File: src/hdl/maq_pkg.sv
// Package for the motion alarm qualifier: mode encoding, register indexes,
// register reset values and the configuration bundle used by maq_cfg,
// maq_core and the top level. No dependencies.
`default_nettype none

package maq_pkg;

  localparam int unsigned THRESH_W  = 10;
  localparam int unsigned IDLE_S_W  = 16;
  localparam int unsigned IDLE_MS_W = 26;  // 65535 s * 1000 fits in 26 bits
  localparam int unsigned TIME_W    = 32;
  localparam int unsigned CFG_IDX_W = 8;
  localparam int unsigned CFG_DAT_W = 16;

  localparam logic [THRESH_W-1:0]  THRESH_RESET = THRESH_W'(200);
  localparam logic [IDLE_MS_W-1:0] MS_PER_S     = IDLE_MS_W'(1000);
  localparam logic [IDLE_MS_W-1:0] IDLE_MS_RESET = IDLE_MS_W'(10 * 1000);

  localparam logic [CFG_IDX_W-1:0] REG_SENSE_THRESHOLD = CFG_IDX_W'(0);
  localparam logic [CFG_IDX_W-1:0] REG_IDLE_SECONDS    = CFG_IDX_W'(1);

  typedef enum logic [1:0] {
    MODE_UNINIT = 2'd0,
    MODE_STAB   = 2'd1,
    MODE_IDLE   = 2'd2,
    MODE_ALARM  = 2'd3
  } mode_e;

  // Live configuration; the idle time is kept in milliseconds.
  typedef struct packed {
    logic [THRESH_W-1:0]  threshold;
    logic [IDLE_MS_W-1:0] idle_ms;
  } cfg_t;

endpackage : maq_pkg

`default_nettype wire

File: src/hdl/maq_cfg.sv
// Configuration registers of the motion alarm qualifier.
// Depends on maq_pkg for register indexes, widths and reset values.
`default_nettype none

module maq_cfg
  import maq_pkg::*;
(
  input  wire logic                 clk_i,
  input  wire logic                 rst_ni,
  input  wire logic                 cfg_we_i,
  input  wire logic [CFG_IDX_W-1:0] cfg_idx_i,
  input  wire logic [CFG_DAT_W-1:0] cfg_wdata_i,
  output cfg_t                      cfg_o
);

  logic [THRESH_W-1:0]  threshold_q, threshold_d;
  logic [IDLE_MS_W-1:0] idle_ms_q, idle_ms_d;
  logic [IDLE_MS_W-1:0] idle_ms_prod;

  // The idle time is converted to milliseconds when it is written, so the
  // per-beat test is a plain compare against the elapsed time.
  assign idle_ms_prod = IDLE_MS_W'(cfg_wdata_i[IDLE_S_W-1:0]) * MS_PER_S;

  always_comb begin
    threshold_d = threshold_q;
    idle_ms_d   = idle_ms_q;
    if (cfg_we_i) begin
      unique case (cfg_idx_i)
        REG_SENSE_THRESHOLD: threshold_d = cfg_wdata_i[THRESH_W-1:0];
        REG_IDLE_SECONDS:    idle_ms_d   = idle_ms_prod;
        default: ;
      endcase
    end
  end

  always_ff @(posedge clk_i or negedge rst_ni) begin
    if (!rst_ni) begin
      threshold_q <= THRESH_RESET;
      idle_ms_q   <= IDLE_MS_RESET;
    end else begin
      threshold_q <= threshold_d;
      idle_ms_q   <= idle_ms_d;
    end
  end

  assign cfg_o.threshold = threshold_q;
  assign cfg_o.idle_ms   = idle_ms_q;

endmodule : maq_cfg

`default_nettype wire

File: src/hdl/maq_core.sv
// Level detection and four-state mode machine of the motion alarm qualifier.
// Depends on maq_pkg for the mode encoding and the configuration bundle.
`default_nettype none

module maq_core
  import maq_pkg::*;
#(
  parameter int unsigned SAMPLE_BITS = 10
) (
  input  wire logic                   clk_i,
  input  wire logic                   rst_ni,
  input  wire logic                   step_i,
  input  wire logic [SAMPLE_BITS-1:0] sample_i,
  input  wire logic [TIME_W-1:0]      now_ms_i,
  input  wire cfg_t                   cfg_i,
  output logic [1:0]                  status_o,
  output logic                        changed_o
);

  localparam int unsigned CMP_W = (SAMPLE_BITS > THRESH_W) ? SAMPLE_BITS : THRESH_W;

  mode_e               mode_q, mode_d;
  logic                last_level_q, last_level_d;
  logic [TIME_W-1:0]   event_time_q, event_time_d;
  logic                level;
  logic [TIME_W-1:0]   elapsed;
  logic                held;

  assign level   = CMP_W'(sample_i) > CMP_W'(cfg_i.threshold);
  // Wrapping difference; floor(elapsed / 1000) >= s is the same as
  // elapsed >= s * 1000.
  assign elapsed = now_ms_i - event_time_q;
  assign held    = elapsed >= TIME_W'(cfg_i.idle_ms);

  // Next mode.
  always_comb begin
    mode_d = mode_q;
    unique case (mode_q) inside
      MODE_UNINIT: mode_d = MODE_STAB;
      MODE_STAB, MODE_ALARM: begin
        if (level == last_level_q && !level && held) mode_d = MODE_IDLE;
      end
      MODE_IDLE: begin
        if (level) mode_d = MODE_ALARM;
      end
      default: mode_d = mode_q;
    endcase
  end

  // Level history and event timer.
  always_comb begin
    last_level_d = last_level_q;
    event_time_d = event_time_q;
    unique case (mode_q) inside
      MODE_UNINIT: begin
        last_level_d = level;
        event_time_d = now_ms_i;
      end
      MODE_STAB, MODE_ALARM: begin
        if (level != last_level_q) begin
          last_level_d = level;
          event_time_d = now_ms_i;
        end
      end
      MODE_IDLE: begin
        if (level) begin
          last_level_d = 1'b1;
          event_time_d = now_ms_i;
        end
      end
      default: ;
    endcase
  end

  always_ff @(posedge clk_i or negedge rst_ni) begin
    if (!rst_ni) begin
      mode_q       <= MODE_UNINIT;
      last_level_q <= 1'b0;
      event_time_q <= '0;
    end else if (step_i) begin
      mode_q       <= mode_d;
      last_level_q <= last_level_d;
      event_time_q <= event_time_d;
    end
  end

  assign status_o  = mode_d;
  assign changed_o = (mode_d != mode_q);

endmodule : maq_core

`default_nettype wire

File: src/hdl/motion_alarm_qualifier_top.sv
// Top level of the motion alarm qualifier: input register, result register
// and handshake control around maq_cfg and maq_core. Depends on maq_pkg.
//
// Usage: each input beat carries one sensor sample and the current time in
// milliseconds. The sample is compared with sense_threshold to give a motion
// level, and a mode machine (uninitialized, stabilizing, idle, alarm) tracks
// that level. Exactly one result beat follows each input beat, in order,
// carrying the mode after the beat and a flag that is high when the beat
// changed the mode.
// Both channels use valid and stall; a beat moves at a clock edge with valid
// high and stall low. A beat is captured in the input register, evaluated
// against the mode state and lands in the result register. One beat per
// cycle is sustained while the receiver does not stall: the state update
// through the mode machine is the only loop, and the result register lets
// a new beat enter while a finished result waits. When the receiver stalls,
// the result holds steady and the input register fills; input stall then
// rises until the result is taken.
// The configuration port is a plain write port (register 0 threshold,
// register 1 idle seconds); write it only while no beat is in flight.
// Reset (asynchronous, active low) empties both registers, returns the mode
// to uninitialized and restores threshold 200 and idle time 10 seconds.
`default_nettype none

module motion_alarm_qualifier_top
  import maq_pkg::*;
#(
  parameter int unsigned SAMPLE_BITS = 10
) (
  input  wire logic                   clk_i,
  input  wire logic                   rst_ni,
  input  wire logic                   cfg_we_i,
  input  wire logic [CFG_IDX_W-1:0]   cfg_idx_i,
  input  wire logic [CFG_DAT_W-1:0]   cfg_wdata_i,
  input  wire logic                   in_valid_i,
  output logic                        in_stall_o,
  input  wire logic [SAMPLE_BITS-1:0] sample_i,
  input  wire logic [TIME_W-1:0]      now_ms_i,
  output logic                        out_valid_o,
  input  wire logic                   out_stall_i,
  output logic [1:0]                  status_o,
  output logic                        status_changed_o
);

  cfg_t                   cfg;
  logic                   in_accept;
  logic                   advance;
  logic                   s1_valid_q, s1_valid_d;
  logic [SAMPLE_BITS-1:0] s1_sample_q;
  logic [TIME_W-1:0]      s1_now_q;
  logic                   out_valid_q, out_valid_d;
  logic [1:0]             status_q, status_nx;
  logic                   changed_q, changed_nx;

  maq_cfg u_cfg (
    .clk_i       (clk_i),
    .rst_ni      (rst_ni),
    .cfg_we_i    (cfg_we_i),
    .cfg_idx_i   (cfg_idx_i),
    .cfg_wdata_i (cfg_wdata_i),
    .cfg_o       (cfg)
  );

  // The held beat is evaluated whenever the result register is free or is
  // being emptied in this same cycle.
  assign advance    = s1_valid_q && (!out_valid_q || !out_stall_i);
  assign in_stall_o = s1_valid_q && !advance;
  assign in_accept  = in_valid_i && !in_stall_o;

  maq_core #(
    .SAMPLE_BITS (SAMPLE_BITS)
  ) u_core (
    .clk_i     (clk_i),
    .rst_ni    (rst_ni),
    .step_i    (advance),
    .sample_i  (s1_sample_q),
    .now_ms_i  (s1_now_q),
    .cfg_i     (cfg),
    .status_o  (status_nx),
    .changed_o (changed_nx)
  );

  always_comb begin
    s1_valid_d = s1_valid_q;
    if (in_accept) begin
      s1_valid_d = 1'b1;
    end else if (advance) begin
      s1_valid_d = 1'b0;
    end
  end

  always_comb begin
    out_valid_d = out_valid_q && out_stall_i;
    if (advance) begin
      out_valid_d = 1'b1;
    end
  end

  always_ff @(posedge clk_i or negedge rst_ni) begin
    if (!rst_ni) begin
      s1_valid_q  <= 1'b0;
      out_valid_q <= 1'b0;
    end else begin
      s1_valid_q  <= s1_valid_d;
      out_valid_q <= out_valid_d;
    end
  end

  // Payload registers carry no reset.
  always_ff @(posedge clk_i) begin
    if (in_accept) begin
      s1_sample_q <= sample_i;
      s1_now_q    <= now_ms_i;
    end
    if (advance) begin
      status_q  <= status_nx;
      changed_q <= changed_nx;
    end
  end

  assign out_valid_o      = out_valid_q;
  assign status_o         = status_q;
  assign status_changed_o = changed_q;

endmodule : motion_alarm_qualifier_top

`default_nettype wire

File: config.mk
export PLATFORM = sky130hd
export DESIGN_NAME = motion_alarm_qualifier_top
export DESIGN_NICKNAME = d
export VERILOG_FILES = /design/src/hdl/maq_pkg.sv /design/src/hdl/maq_cfg.sv /design/src/hdl/maq_core.sv /design/src/hdl/motion_alarm_qualifier_top.sv
export SDC_FILE = /design/constraint.sdc
export NUM_CORES = 1
export LEC_CHECK = 0
export CAP_MARGIN = 10
export CELL_PAD_IN_SITES_DETAIL_PLACEMENT = 1
export CELL_PAD_IN_SITES_GLOBAL_PLACEMENT = 2
export CORE_ASPECT_RATIO = 1.4
export CORE_MARGIN = 3
export CORE_UTILIZATION = 46
export DETAILED_ROUTE_END_ITERATION = 10
export DONT_BUFFER_PORTS = 1
export PLACE_DENSITY_LB_ADDON = 0.1
export SYNTH_ARGS = -nofsm -noshare
export SYNTH_HDL_FRONTEND = slang
export SYNTH_SLANG_ARGS = --single-unit
File: constraint.sdc
create_clock -name clk_i -period 10.8 [get_ports clk_i]
set_clock_uncertainty 0.1 [all_clocks]
set_input_delay 1.08 -clock clk_i [delete_from_list [all_inputs] [get_ports clk_i]]
set_output_delay 1.08 -clock clk_i [all_outputs]
set_load 0.03 [all_outputs]
-- Word level (Yosys, flattened, before mapping)
Cells that the tools add are included.
- register bits: 115
- input port bits: 71
- word-level logic and storage cells: 56
- add/subtract/negate cells: 1
- multiply operators: 1
- magnitude comparators: 2
- equality and inequality tests: 9
- multiplexer cells: 12
- reduce and logical (&&, ||, !) cells: 20
- operators by type and width (operator ; count):
    32-bit one-hot mux with 3 select lines ; 1
    32-bit two-way mux ; 2
    32-bit by 26-bit >= comparator with 1-bit output ; 1
    32-bit subtractor ; 1
    16-bit by 7-bit multiplier with 23-bit output, second input constant ; 1
    10-bit greater-than comparator ; 1
    8-bit by 1-bit equality test with 1-bit output, second input constant ; 1
    8-bit logical NOT ; 1
    1-bit logical AND ; 6
    2-bit one-hot mux with 3 select lines ; 1
    1-bit logical NOT ; 5
    1-bit two-way mux ; 5
    2-bit equality test, second input constant ; 2
    2-bit two-way mux ; 2
    2-bit by 1-bit != test with 1-bit output, second input constant ; 2
    2-bit AND reduction ; 2
    4-bit AND reduction ; 1
    1-bit one-hot mux with 3 select lines ; 1
    3-bit nonzero test ; 1
    2-bit by 1-bit equality test with 1-bit output, second input constant ; 1
    2-bit logical NOT ; 1
    2-bit != test ; 1
    2-bit nonzero test ; 1
    2-bit OR reduction ; 1
    other kinds (3) ; 3

-- Logic depth before layout (Yosys ltp)
Gate-level depths: netlist (run 1).
- depth after elaboration: 8
- mapped depth: 22
- depth with buffers taken out: 22

-- Cells and area by module
A second synthesis (run 1) with hierarchy kept.
- cell total of the unflattened synthesis: 985
- area total of the unflattened synthesis: 9634.2 um^2
- modules (own cells, without submodules) (module ; times used ; cells an instance ; area each (um^2) ; sequential area each (um^2)):
    maq_core ; 1 ; 517 ; 4103.9 ; 875.8
    maq_cfg ; 1 ; 415 ; 4086.4 ; 835.8
    motion_alarm_qualifier_top ; 1 ; 53 ; 1443.9 ; 1401.3

-- Worst setup path after synthesis (run 1)
No wires, ideal clock.
- path type: input to register
- from: input cfg_wdata_i[0]
- to: register u_cfg.idle_ms_q[25]
- setup time: 133 ps
- arrival: 4937 ps
- required time: 10567 ps
- slack: 5629 ps
- cell stages on the path: 16
- buffers on the path: 0
- path through: fa_1 inv_1 fa_1 fa_1 inv_1 fa_1 ha_1 o21ai_0 o21ai_1 or4b_1 a31oi_1 o2111ai_1 a21boi_1 o41ai_1 xnor2_1 o21ai_0
- longest elaborated chain between the ends: 1
- ends and longest elaborated chain (item ; RTL line ; text):
    start, declared ; motion_alarm_qualifier_top.sv:33 ; input wire logic [CFG_DAT_W-1:0] cfg_wdata_i,
    16-bit by 7-bit multiplier with 23-bit output ; maq_cfg.sv:22 ; assign idle_ms_prod = IDLE_MS_W'(cfg_wdata_i[IDLE_S_W-1:0]) * MS_PER_S;
    end signal, assigned ; maq_cfg.sv:42 ; idle_ms_q <= idle_ms_d;
    end, declared ; maq_cfg.sv:17 ; logic [IDLE_MS_W-1:0] idle_ms_q, idle_ms_d;
No other way between the ends.
A chain may end at the register's enable or synchronous reset.

-- Worst setup path in the final report (run 1)
- from: register s1_now_q[8]
- to: register status_q[1], in the netlist status_o[1], data pin
- longest elaborated chain between the ends: 5
- ends and longest elaborated chain (item ; RTL line ; text):
    start, declared ; motion_alarm_qualifier_top.sv:49 ; logic [TIME_W-1:0] s1_now_q;
    start signal, assigned ; motion_alarm_qualifier_top.sv:112 ; s1_now_q <= now_ms_i;
    32-bit subtractor ; maq_core.sv:32 ; assign elapsed = now_ms_i - event_time_q;
    32-bit by 26-bit >= comparator with 1-bit output ; maq_core.sv:33 ; assign held = elapsed >= TIME_W'(cfg_i.idle_ms);
    1-bit logical AND ; maq_core.sv:41 ; if (level == last_level_q && !level && held) mode_d = MODE_IDLE;
    2-bit two-way mux ; maq_core.sv:41 ;
    2-bit one-hot mux with 3 select lines ; maq_core.sv:38 ; unique case (mode_q) inside
    net status_nx[1] ; motion_alarm_qualifier_top.sv:51 ; logic [1:0] status_q, status_nx;
    end signal, assigned ; motion_alarm_qualifier_top.sv:115 ; status_q <= status_nx;
    end, declared ; motion_alarm_qualifier_top.sv:51 ;
The timed path passes the listed nets, and every way through them passes these cells.

==> results of run 1 <==
-- cells in the final DEF, fill, tap and decap left out, drive strengths merged, types with 11 or more instances in the layout --
cell and n:
nand2 67, edfxtp 45, ha 118, a21oi 54, xor2 19, xnor2 21
fa 55, dfrtp 62, clkbuf 17, nor2 47, mux2 37, o21ai 60
nand3 16, nand4 14, nor3 11, a21o 22, inv 104
-- through the flow --
stage	cells	area [um2]	hold slack, ns	util, %	setup slack [ns]
finish	1168	10200	0.2560	51.03	5.447
global route	1168	10200	0.2351	51.03	5.050
CTS	1168	10200	0.2323	51.03	5.430
detailed placement	1136	9604	0.3750	48.03	5.177
global placement	1136	9604	0.3671	48.03	5.283
floorplan	906	9393	0.3485	-	5.629
-- cell type report --
| type | instances | area [um2] | share of cell area (%) |
|---|---|---|---|
| multi-input cells | 668 | 5786 | 56.70 |
| flip-flops and latches | 115 | 3113 | 30.51 |
| clock buffers | 17 | 425.4 | 4.169 |
| inverters | 98 | 367.9 | 3.605 |
| well taps | 252 | 315.3 | 3.090 |
| clock inverters | 15 | 173.9 | 1.704 |
| repair buffers | 3 | 22.52 | 0.2207 |
-- metal layers --
layer | vias up | wire [um] | track usage, %
met5 | - | 36 | 0
met4 | 6 | 725 | 8.855
met3 | 49 | 946 | 4.434
met2 | 140 | 13030 | 42.09
met1 | 3334 | 9063 | 24.59
li1 | 3217 | - | -
-- worst reg2reg max path, cell delays in order, from the launching register on --
cell      delay (ns)
edfxtp_1        0.39
ha_1            0.42
a21o_1          0.24
a21oi_1         0.21
o21ai_0         0.21
nand3_1         0.17
nand2b_1        0.11
a21boi_0        0.56
o21ai_0         0.23
xor2_1          0.18
ha_1            0.32
a21oi_1         0.15
o21ai_0         0.10
a221o_1         0.36
a221o_1         0.28
a211oi_1        0.22
nand3_1         0.11
nor4_2          0.29
a31oi_1         0.22
or2_1           0.26
-- power by group through the flow --
stage	logic (mW)	clock network (mW)	registers [mW]
after global placement	1.80	0	0.619
after detailed placement	1.87	0	0.627
after floorplan	1.44	0	0.610
final	1.88	0.577	0.619
after global routing	2.14	0.609	0.632
after CTS	1.89	0.591	0.620
-- logic make-up (layout without fill, tap and decap cells) --
kind of cell	after synthesis	count (layout)	synth area share, %
AOI/OAI and AO/OA	218	218	15.29
xor gates and xnor gates	40	40	3.730
adders and majority gates	173	173	27.44
buffers and inverters	123	133	5.302
DFF	115	115	33.14
muxes	40	40	4.756
and+or+nand+nor	197	197	10.34
-- sequential cells by signal, summed over array words and instances (netlist names), 2 cells and up --
name and cells:
s1_now_q 32, s1_sample_q 10, status_o 2, u_cfg.idle_ms_q 23, u_cfg.threshold_q 10, u_core.event_time_q 32
u_core.mode_q 2
-- final timing paths --
kind | endpoint | slack, ns | depth (start not counted) | start
max | status_o[1] | 5.45 | 19 | s1_now_q[8]
max in group asynchronous | u_cfg.threshold_q[6] | 10.13 | 0 | rst_ni
min reg2reg | u_cfg.idle_ms_q[9] | 0.38 | 2 | u_cfg.idle_ms_q[9]
min in group clk_i | u_cfg.idle_ms_q[9] | 0.38 | 2 | u_cfg.idle_ms_q[9]
max reg2reg | status_o[1] | 5.45 | 19 | s1_now_q[8]
min | u_core.event_time_q[24] | 0.26 | 0 | rst_ni
==> impl_metrics.py, run 1 <==
metrics = {
    "setup_path": {
        "slowest_stage": "a21boi_0",
        "cp-start-kind": "flop",
        "crit_arrival_ns": 5.43,
        "crit_family": "compound AO/OA/AOI/OAI gates",
        "worstPathMaxFanout": 8,
        "critPathKind": "flop to flop",
        "path_buf_inv": 0,
        "end_kind": "flop",
        "cp.required_ns": 10.88,
        "path_cells": "ha_1 -> a21o_1 -> a21oi_1 -> o21ai_0 -> nand3_1 -> nand2b_1 -> a21boi_0 -> o21ai_0 -> xor2_1 -> ha_1 -> a21oi_1 -> o21ai_0 -> a221o_1 -> a221o_1 -> a211oi_1 -> nand3_1 -> nor4_2 -> a31oi_1 -> or2_1",
        "critPathMostFrequentCell": "o21ai_0",
        "cpPeakStageDelay_ns": 0.56,
    },
    "cts": {
        "cts_root_buffer": "clkbuf_16",
        "cts_tree": "yes",
        "cts_buffer_depth": 2,
        "post_cts_buffers": 0,
        "numCtsBuffers": 17,
        "clock_latency_ns": 0.42,
        "htree_levels": 4,
        "cts-resized-gates": 0,
        "numClockSinks": 115,
        "clk_pin_slew_worst_paths_ns": 0.06,
        "ctsHoldBuffers": 0,
    },
    "synth": {
        "synthTopCellsByArea": "dfrtp_1, ha_1, edfxtp_1",
        "synth.avg_cell_area_um2": 10.37,
        "synth_ff_type": "dfrtp_1",
        "ys_ff_latch": 115,
        "yosysWarnings": 0,
        "synth_top_area_share_pct": 16.52,
        "ys_types": 76,
        "seq_area_frac_synth_pct": 33.14,
        "syn_inst": 906,
        "synth_edf_count": 45,
        "syn-num-nets": 1150,
        "yosysMostFrequentCell": "ha_1",
        "synth_area_leader_cell": "dfrtp_1",
        "async_reset_ff_share_pct": 60.87,
        "netlist_area_um2": 9393,
        "ys_top_cells_by_count": "ha_1, inv_1, nand2_1",
    },
    "final_layout": {
        "diodes": 0,
        "drive_above_1_share_pct": 10.37,
        "nets": 1147,
        "area_delta_synth_final_pct": 8.632,
        "fill_cells": 2172,
    },
    "pwr": {
        "power_leakage_nw": 4.454,
        "pwr_density_cell_nw_per_um2": 301.5,
        "p_comb_share_pct": 61.1,
        "switchingPower_mw": 1.382,
        "p_int_mw": 1.695,
        "switching_share_pct": 44.91,
        "ir_drop_mv": 0.1331,
        "p_seq_share_pct": 20.1,
        "power_mw": 3.077,
        "p_clk_share_pct": 18.8,
    },
    "timing": {
        "slew_headroom_pct": 20.74,
        "fin_crit_sh_pct": 49.57,
        "hold_violations": 0,
        "min_period_ns": 5.353,
        "setup_viol": 0,
        "worst_pin_slew_ns": 1.189,
        "grt_setup_unrepaired": "no",
        "setup_tns_ns": 0,
        "drv_slew": 0,
        "max_freq_mhz": 186.8,
    },
    "drt": {
        "ant_nets": 0,
        "first_pass_iters": 4,
        "viasPerCell": 5.776,
        "drt_iter0_drc": 262,
        "drt-wirelength-per-cell_um": 20.38,
        "vias": 6746,
        "routed_wl_um": 23800,
        "post-route-drc-count": 0,
    },
    "global_routing": {
        "grt_pass1_vias": 7696,
        "antenna_found_initial": 3,
        "track_usage_pct": 22.49,
        "grt_max_degree": 71,
        "gr-total-overflow": 0,
        "grt_pass1_wl_um": 39530,
    },
    "job": {
        "cap_violations": 0,
    },
    "floorplan": {
        "initial_utilization_pct": 46.97,
        "dieArea_um2": 22190,
        "dieWidth_um": 126.8,
        "core_um2": 20000,
        "io_pins": 76,
        "die_y_um": 175.1,
        "num_rows": 61,
    },
    "place": {
        "hpwl_um": 18460,
        "port-buffer-count": 0,
        "place_congestion": 0.8628,
    },
    "status": {
        "outcome": "finished, final reports clean",
    },
    "min_path": {
        "min_path_type": "input port to asynchronous set/reset pin",
    },
}
Power figures use the tool's default switching activity.
==> run 2: changes to the inputs <==
- ABC_AREA: default -> 1
- CORE_UTILIZATION: 46 -> 40
- clock period: 10.8 -> 5.35 ns (I/O delays scaled with it)
==> impl_metrics.py, run 2 <==
metrics = {
    "status": {
        "outcome": "finished, final reports clean",
    },
    "global_routing": {
        "track_usage_pct": 19.20,
        "antenna_found_initial": 0,
        "grt_pass1_wl_um": 39540,
        "gr-total-overflow": 0,
        "grt_max_degree": 71,
        "grt_pass1_vias": 8073,
    },
    "timing": {
        "setup_tns_ns": 0,
        "slew_headroom_pct": 32.34,
        "grt_setup_unrepaired": "no",
        "worst_pin_slew_ns": 1.015,
        "min_period_ns": 4.029,
        "max_freq_mhz": 248.2,
        "drv_slew": 0,
        "fin_crit_sh_pct": 75.31,
        "setup_viol": 0,
        "hold_ws_ns": 0.1092,
        "hold_violations": 0,
    },
    "cts": {
        "cts_tree": "yes",
        "htree_levels": 4,
        "post_cts_buffers": 0,
        "clock_latency_ns": 0.42,
        "cts_root_buffer": "clkbuf_16",
        "cts_buffer_depth": 2,
        "ctsHoldBuffers": 2,
        "numClockSinks": 115,
        "clk_pin_slew_worst_paths_ns": 0.06,
        "cts-resized-gates": 0,
        "numCtsBuffers": 17,
    },
    "place": {
        "port-buffer-count": 0,
        "hpwl_um": 18960,
        "dp_cells": 1420,
        "place_congestion": 0.7916,
    },
    "synth": {
        "synth_edf_count": 45,
        "synth_ff_type": "dfrtp_1",
        "seq_area_frac_synth_pct": 32.00,
        "ys_ff_latch": 115,
        "synthTopCellsByArea": "dfrtp_1, ha_1, edfxtp_1",
        "synth_area_leader_cell": "dfrtp_1",
        "yosysWarnings": 0,
        "ys_top_cells_by_count": "nand2_1, inv_1, ha_1",
        "syn_inst": 1123,
        "syn-num-nets": 1367,
        "synth_top_area_share_pct": 15.95,
        "ys_types": 49,
        "async_reset_ff_share_pct": 60.87,
        "yosysMostFrequentCell": "nand2_1",
        "netlist_area_um2": 9728,
        "synth.avg_cell_area_um2": 8.663,
    },
    "drt": {
        "ant_nets": 0,
        "vias": 7075,
        "drt_iter0_drc": 241,
        "post-route-drc-count": 0,
        "viasPerCell": 4.866,
        "routed_wl_um": 23140,
        "first_pass_iters": 4,
        "drt-wirelength-per-cell_um": 15.91,
    },
    "setup_path": {
        "cp.required_ns": 5.54,
        "cpPeakStageDelay_ns": 0.58,
        "worstPathMaxFanout": 7,
        "slowest_stage": "fa_1",
        "crit_arrival_ns": 4.22,
        "critPathMostFrequentCell": "fa_1",
        "cp-start-kind": "input port",
        "end_kind": "flop",
        "critPathKind": "input port to flop",
        "path_cells": "fa_1 -> fa_1 -> fa_1 -> fa_1 -> ha_1 -> a21oi_1 -> o21ai_0 -> a21oi_1 -> o21ai_1 -> a21boi_1 -> inv_1 -> nand2_1 -> nand2_1 -> or2_0 -> nand3_1 -> o21ai_1",
    },
    "pwr": {
        "power_mw": 6.149,
        "power_leakage_nw": 5.219,
        "pwr_density_cell_nw_per_um2": 574.3,
        "ir_drop_mv": 0.4131,
    },
    "job": {
        "cap_violations": 0,
    },
    "final_layout": {
        "area_delta_synth_final_pct": 10.07,
        "drive_above_1_share_pct": 11.06,
        "nets": 1379,
        "top_regs": "s1_now_q x32, u_core.event_time_q x32, u_cfg.idle_ms_q x23",
        "layout_commonest_cell": "nand2_1",
        "layout_common_cells": "nand2_1, inv_1, ha_1",
        "final_cells": 1454,
        "diodes": 0,
    },
    "floorplan": {
        "dieArea_um2": 26250,
        "dieWidth_um": 137.8,
        "die_y_um": 190.5,
        "io_pins": 76,
        "num_rows": 66,
        "core_um2": 23620,
        "initial_utilization_pct": 41.19,
    },
    "min_path": {
        "min_path_type": "input port to flop",
    },
}
run 2: changes by cell type after synthesis, sizes merged, moves of 11 or more:
cell	previous run	this run
nor2	47	66
nand3	16	27
o21ai	60	72
mux2	37	7
nand2	67	307
inv	98	197
a21o	22	6
run 2: layout make-up:
| class | instances | area [um2] |
|---|---|---|
| clock inverter | 15 | 206.4 |
| sequential | 115 | 3113 |
| tap | 306 | 382.9 |
| inverter | 197 | 739.5 |
| fill | 2816 | 12910 |
| multi-input combinational | 800 | 5788 |
| clock buffer | 17 | 425.4 |
| timing repair buffer | 4 | 52.55 |
run 2: path summary, 6_finish.rpt:
check / startpoint / end / slack [ns] / cells after the start
setup / recovery: cfg_wdata_i[3] / u_cfg.idle_ms_q[25] / 1.32 / 16
hold / removal: now_ms_i[11] / s1_now_q[11] / 0.11 / 0
setup reg to reg: u_cfg.threshold_q[7] / u_core.event_time_q[10] / 1.88 / 15
hold reg to reg: u_cfg.idle_ms_q[20] / u_cfg.idle_ms_q[20] / 0.39 / 2
max in group asynchronous: rst_ni / u_cfg.threshold_q[3] / 4.23 / 2
min in group asynchronous: rst_ni / u_core.event_time_q[9] / 0.56 / 2
run 2: per-layer routing:
layer	share of wire, %	track usage [%]	wire, um	vias to the layer above
met5	0	0	0	-
met4	1.1	4.601	257	0
met3	2.3	3.300	532	15
met2	55	36.03	12610	63
met1	42	22.36	9734	3375
li1	-	-	-	3622
run 2: cell families after synthesis:
family | synth area share, %
and+or+nand+nor | 19.11
buffers and inverters | 8.501
adders and majority gates | 26.50
AOI/OAI and AO/OA | 9.569
DFF | 32.00
xor gates and xnor gates | 3.511
muxes | 0.8103
run 2: metrics by stage:
step	util, %	worst slack [ns]	instance area, um2
final	45.34	1.321	10710
after global routing	45.34	1.044	10710
after CTS	45.34	1.339	10710
after detailed placement	42.50	0.8793	10040
after global placement	42.50	0.9314	10040
after floorplan	-	1.176	9728
run 2: worst max-delay path: cells and delay by family:
family,cells,cell delay (ns)
simple gates,4,0.40
buf+inv,1,0.08
fa+ha+maj,5,2.36
compound gates,6,0.85
run 2: report_power, final:
part	total, mW	switching [mW]	internal (mW)
Clock	1.23	0.443	0.783
Sequential	1.20	0.0844	1.12
Combinational	3.72	2.29	1.43
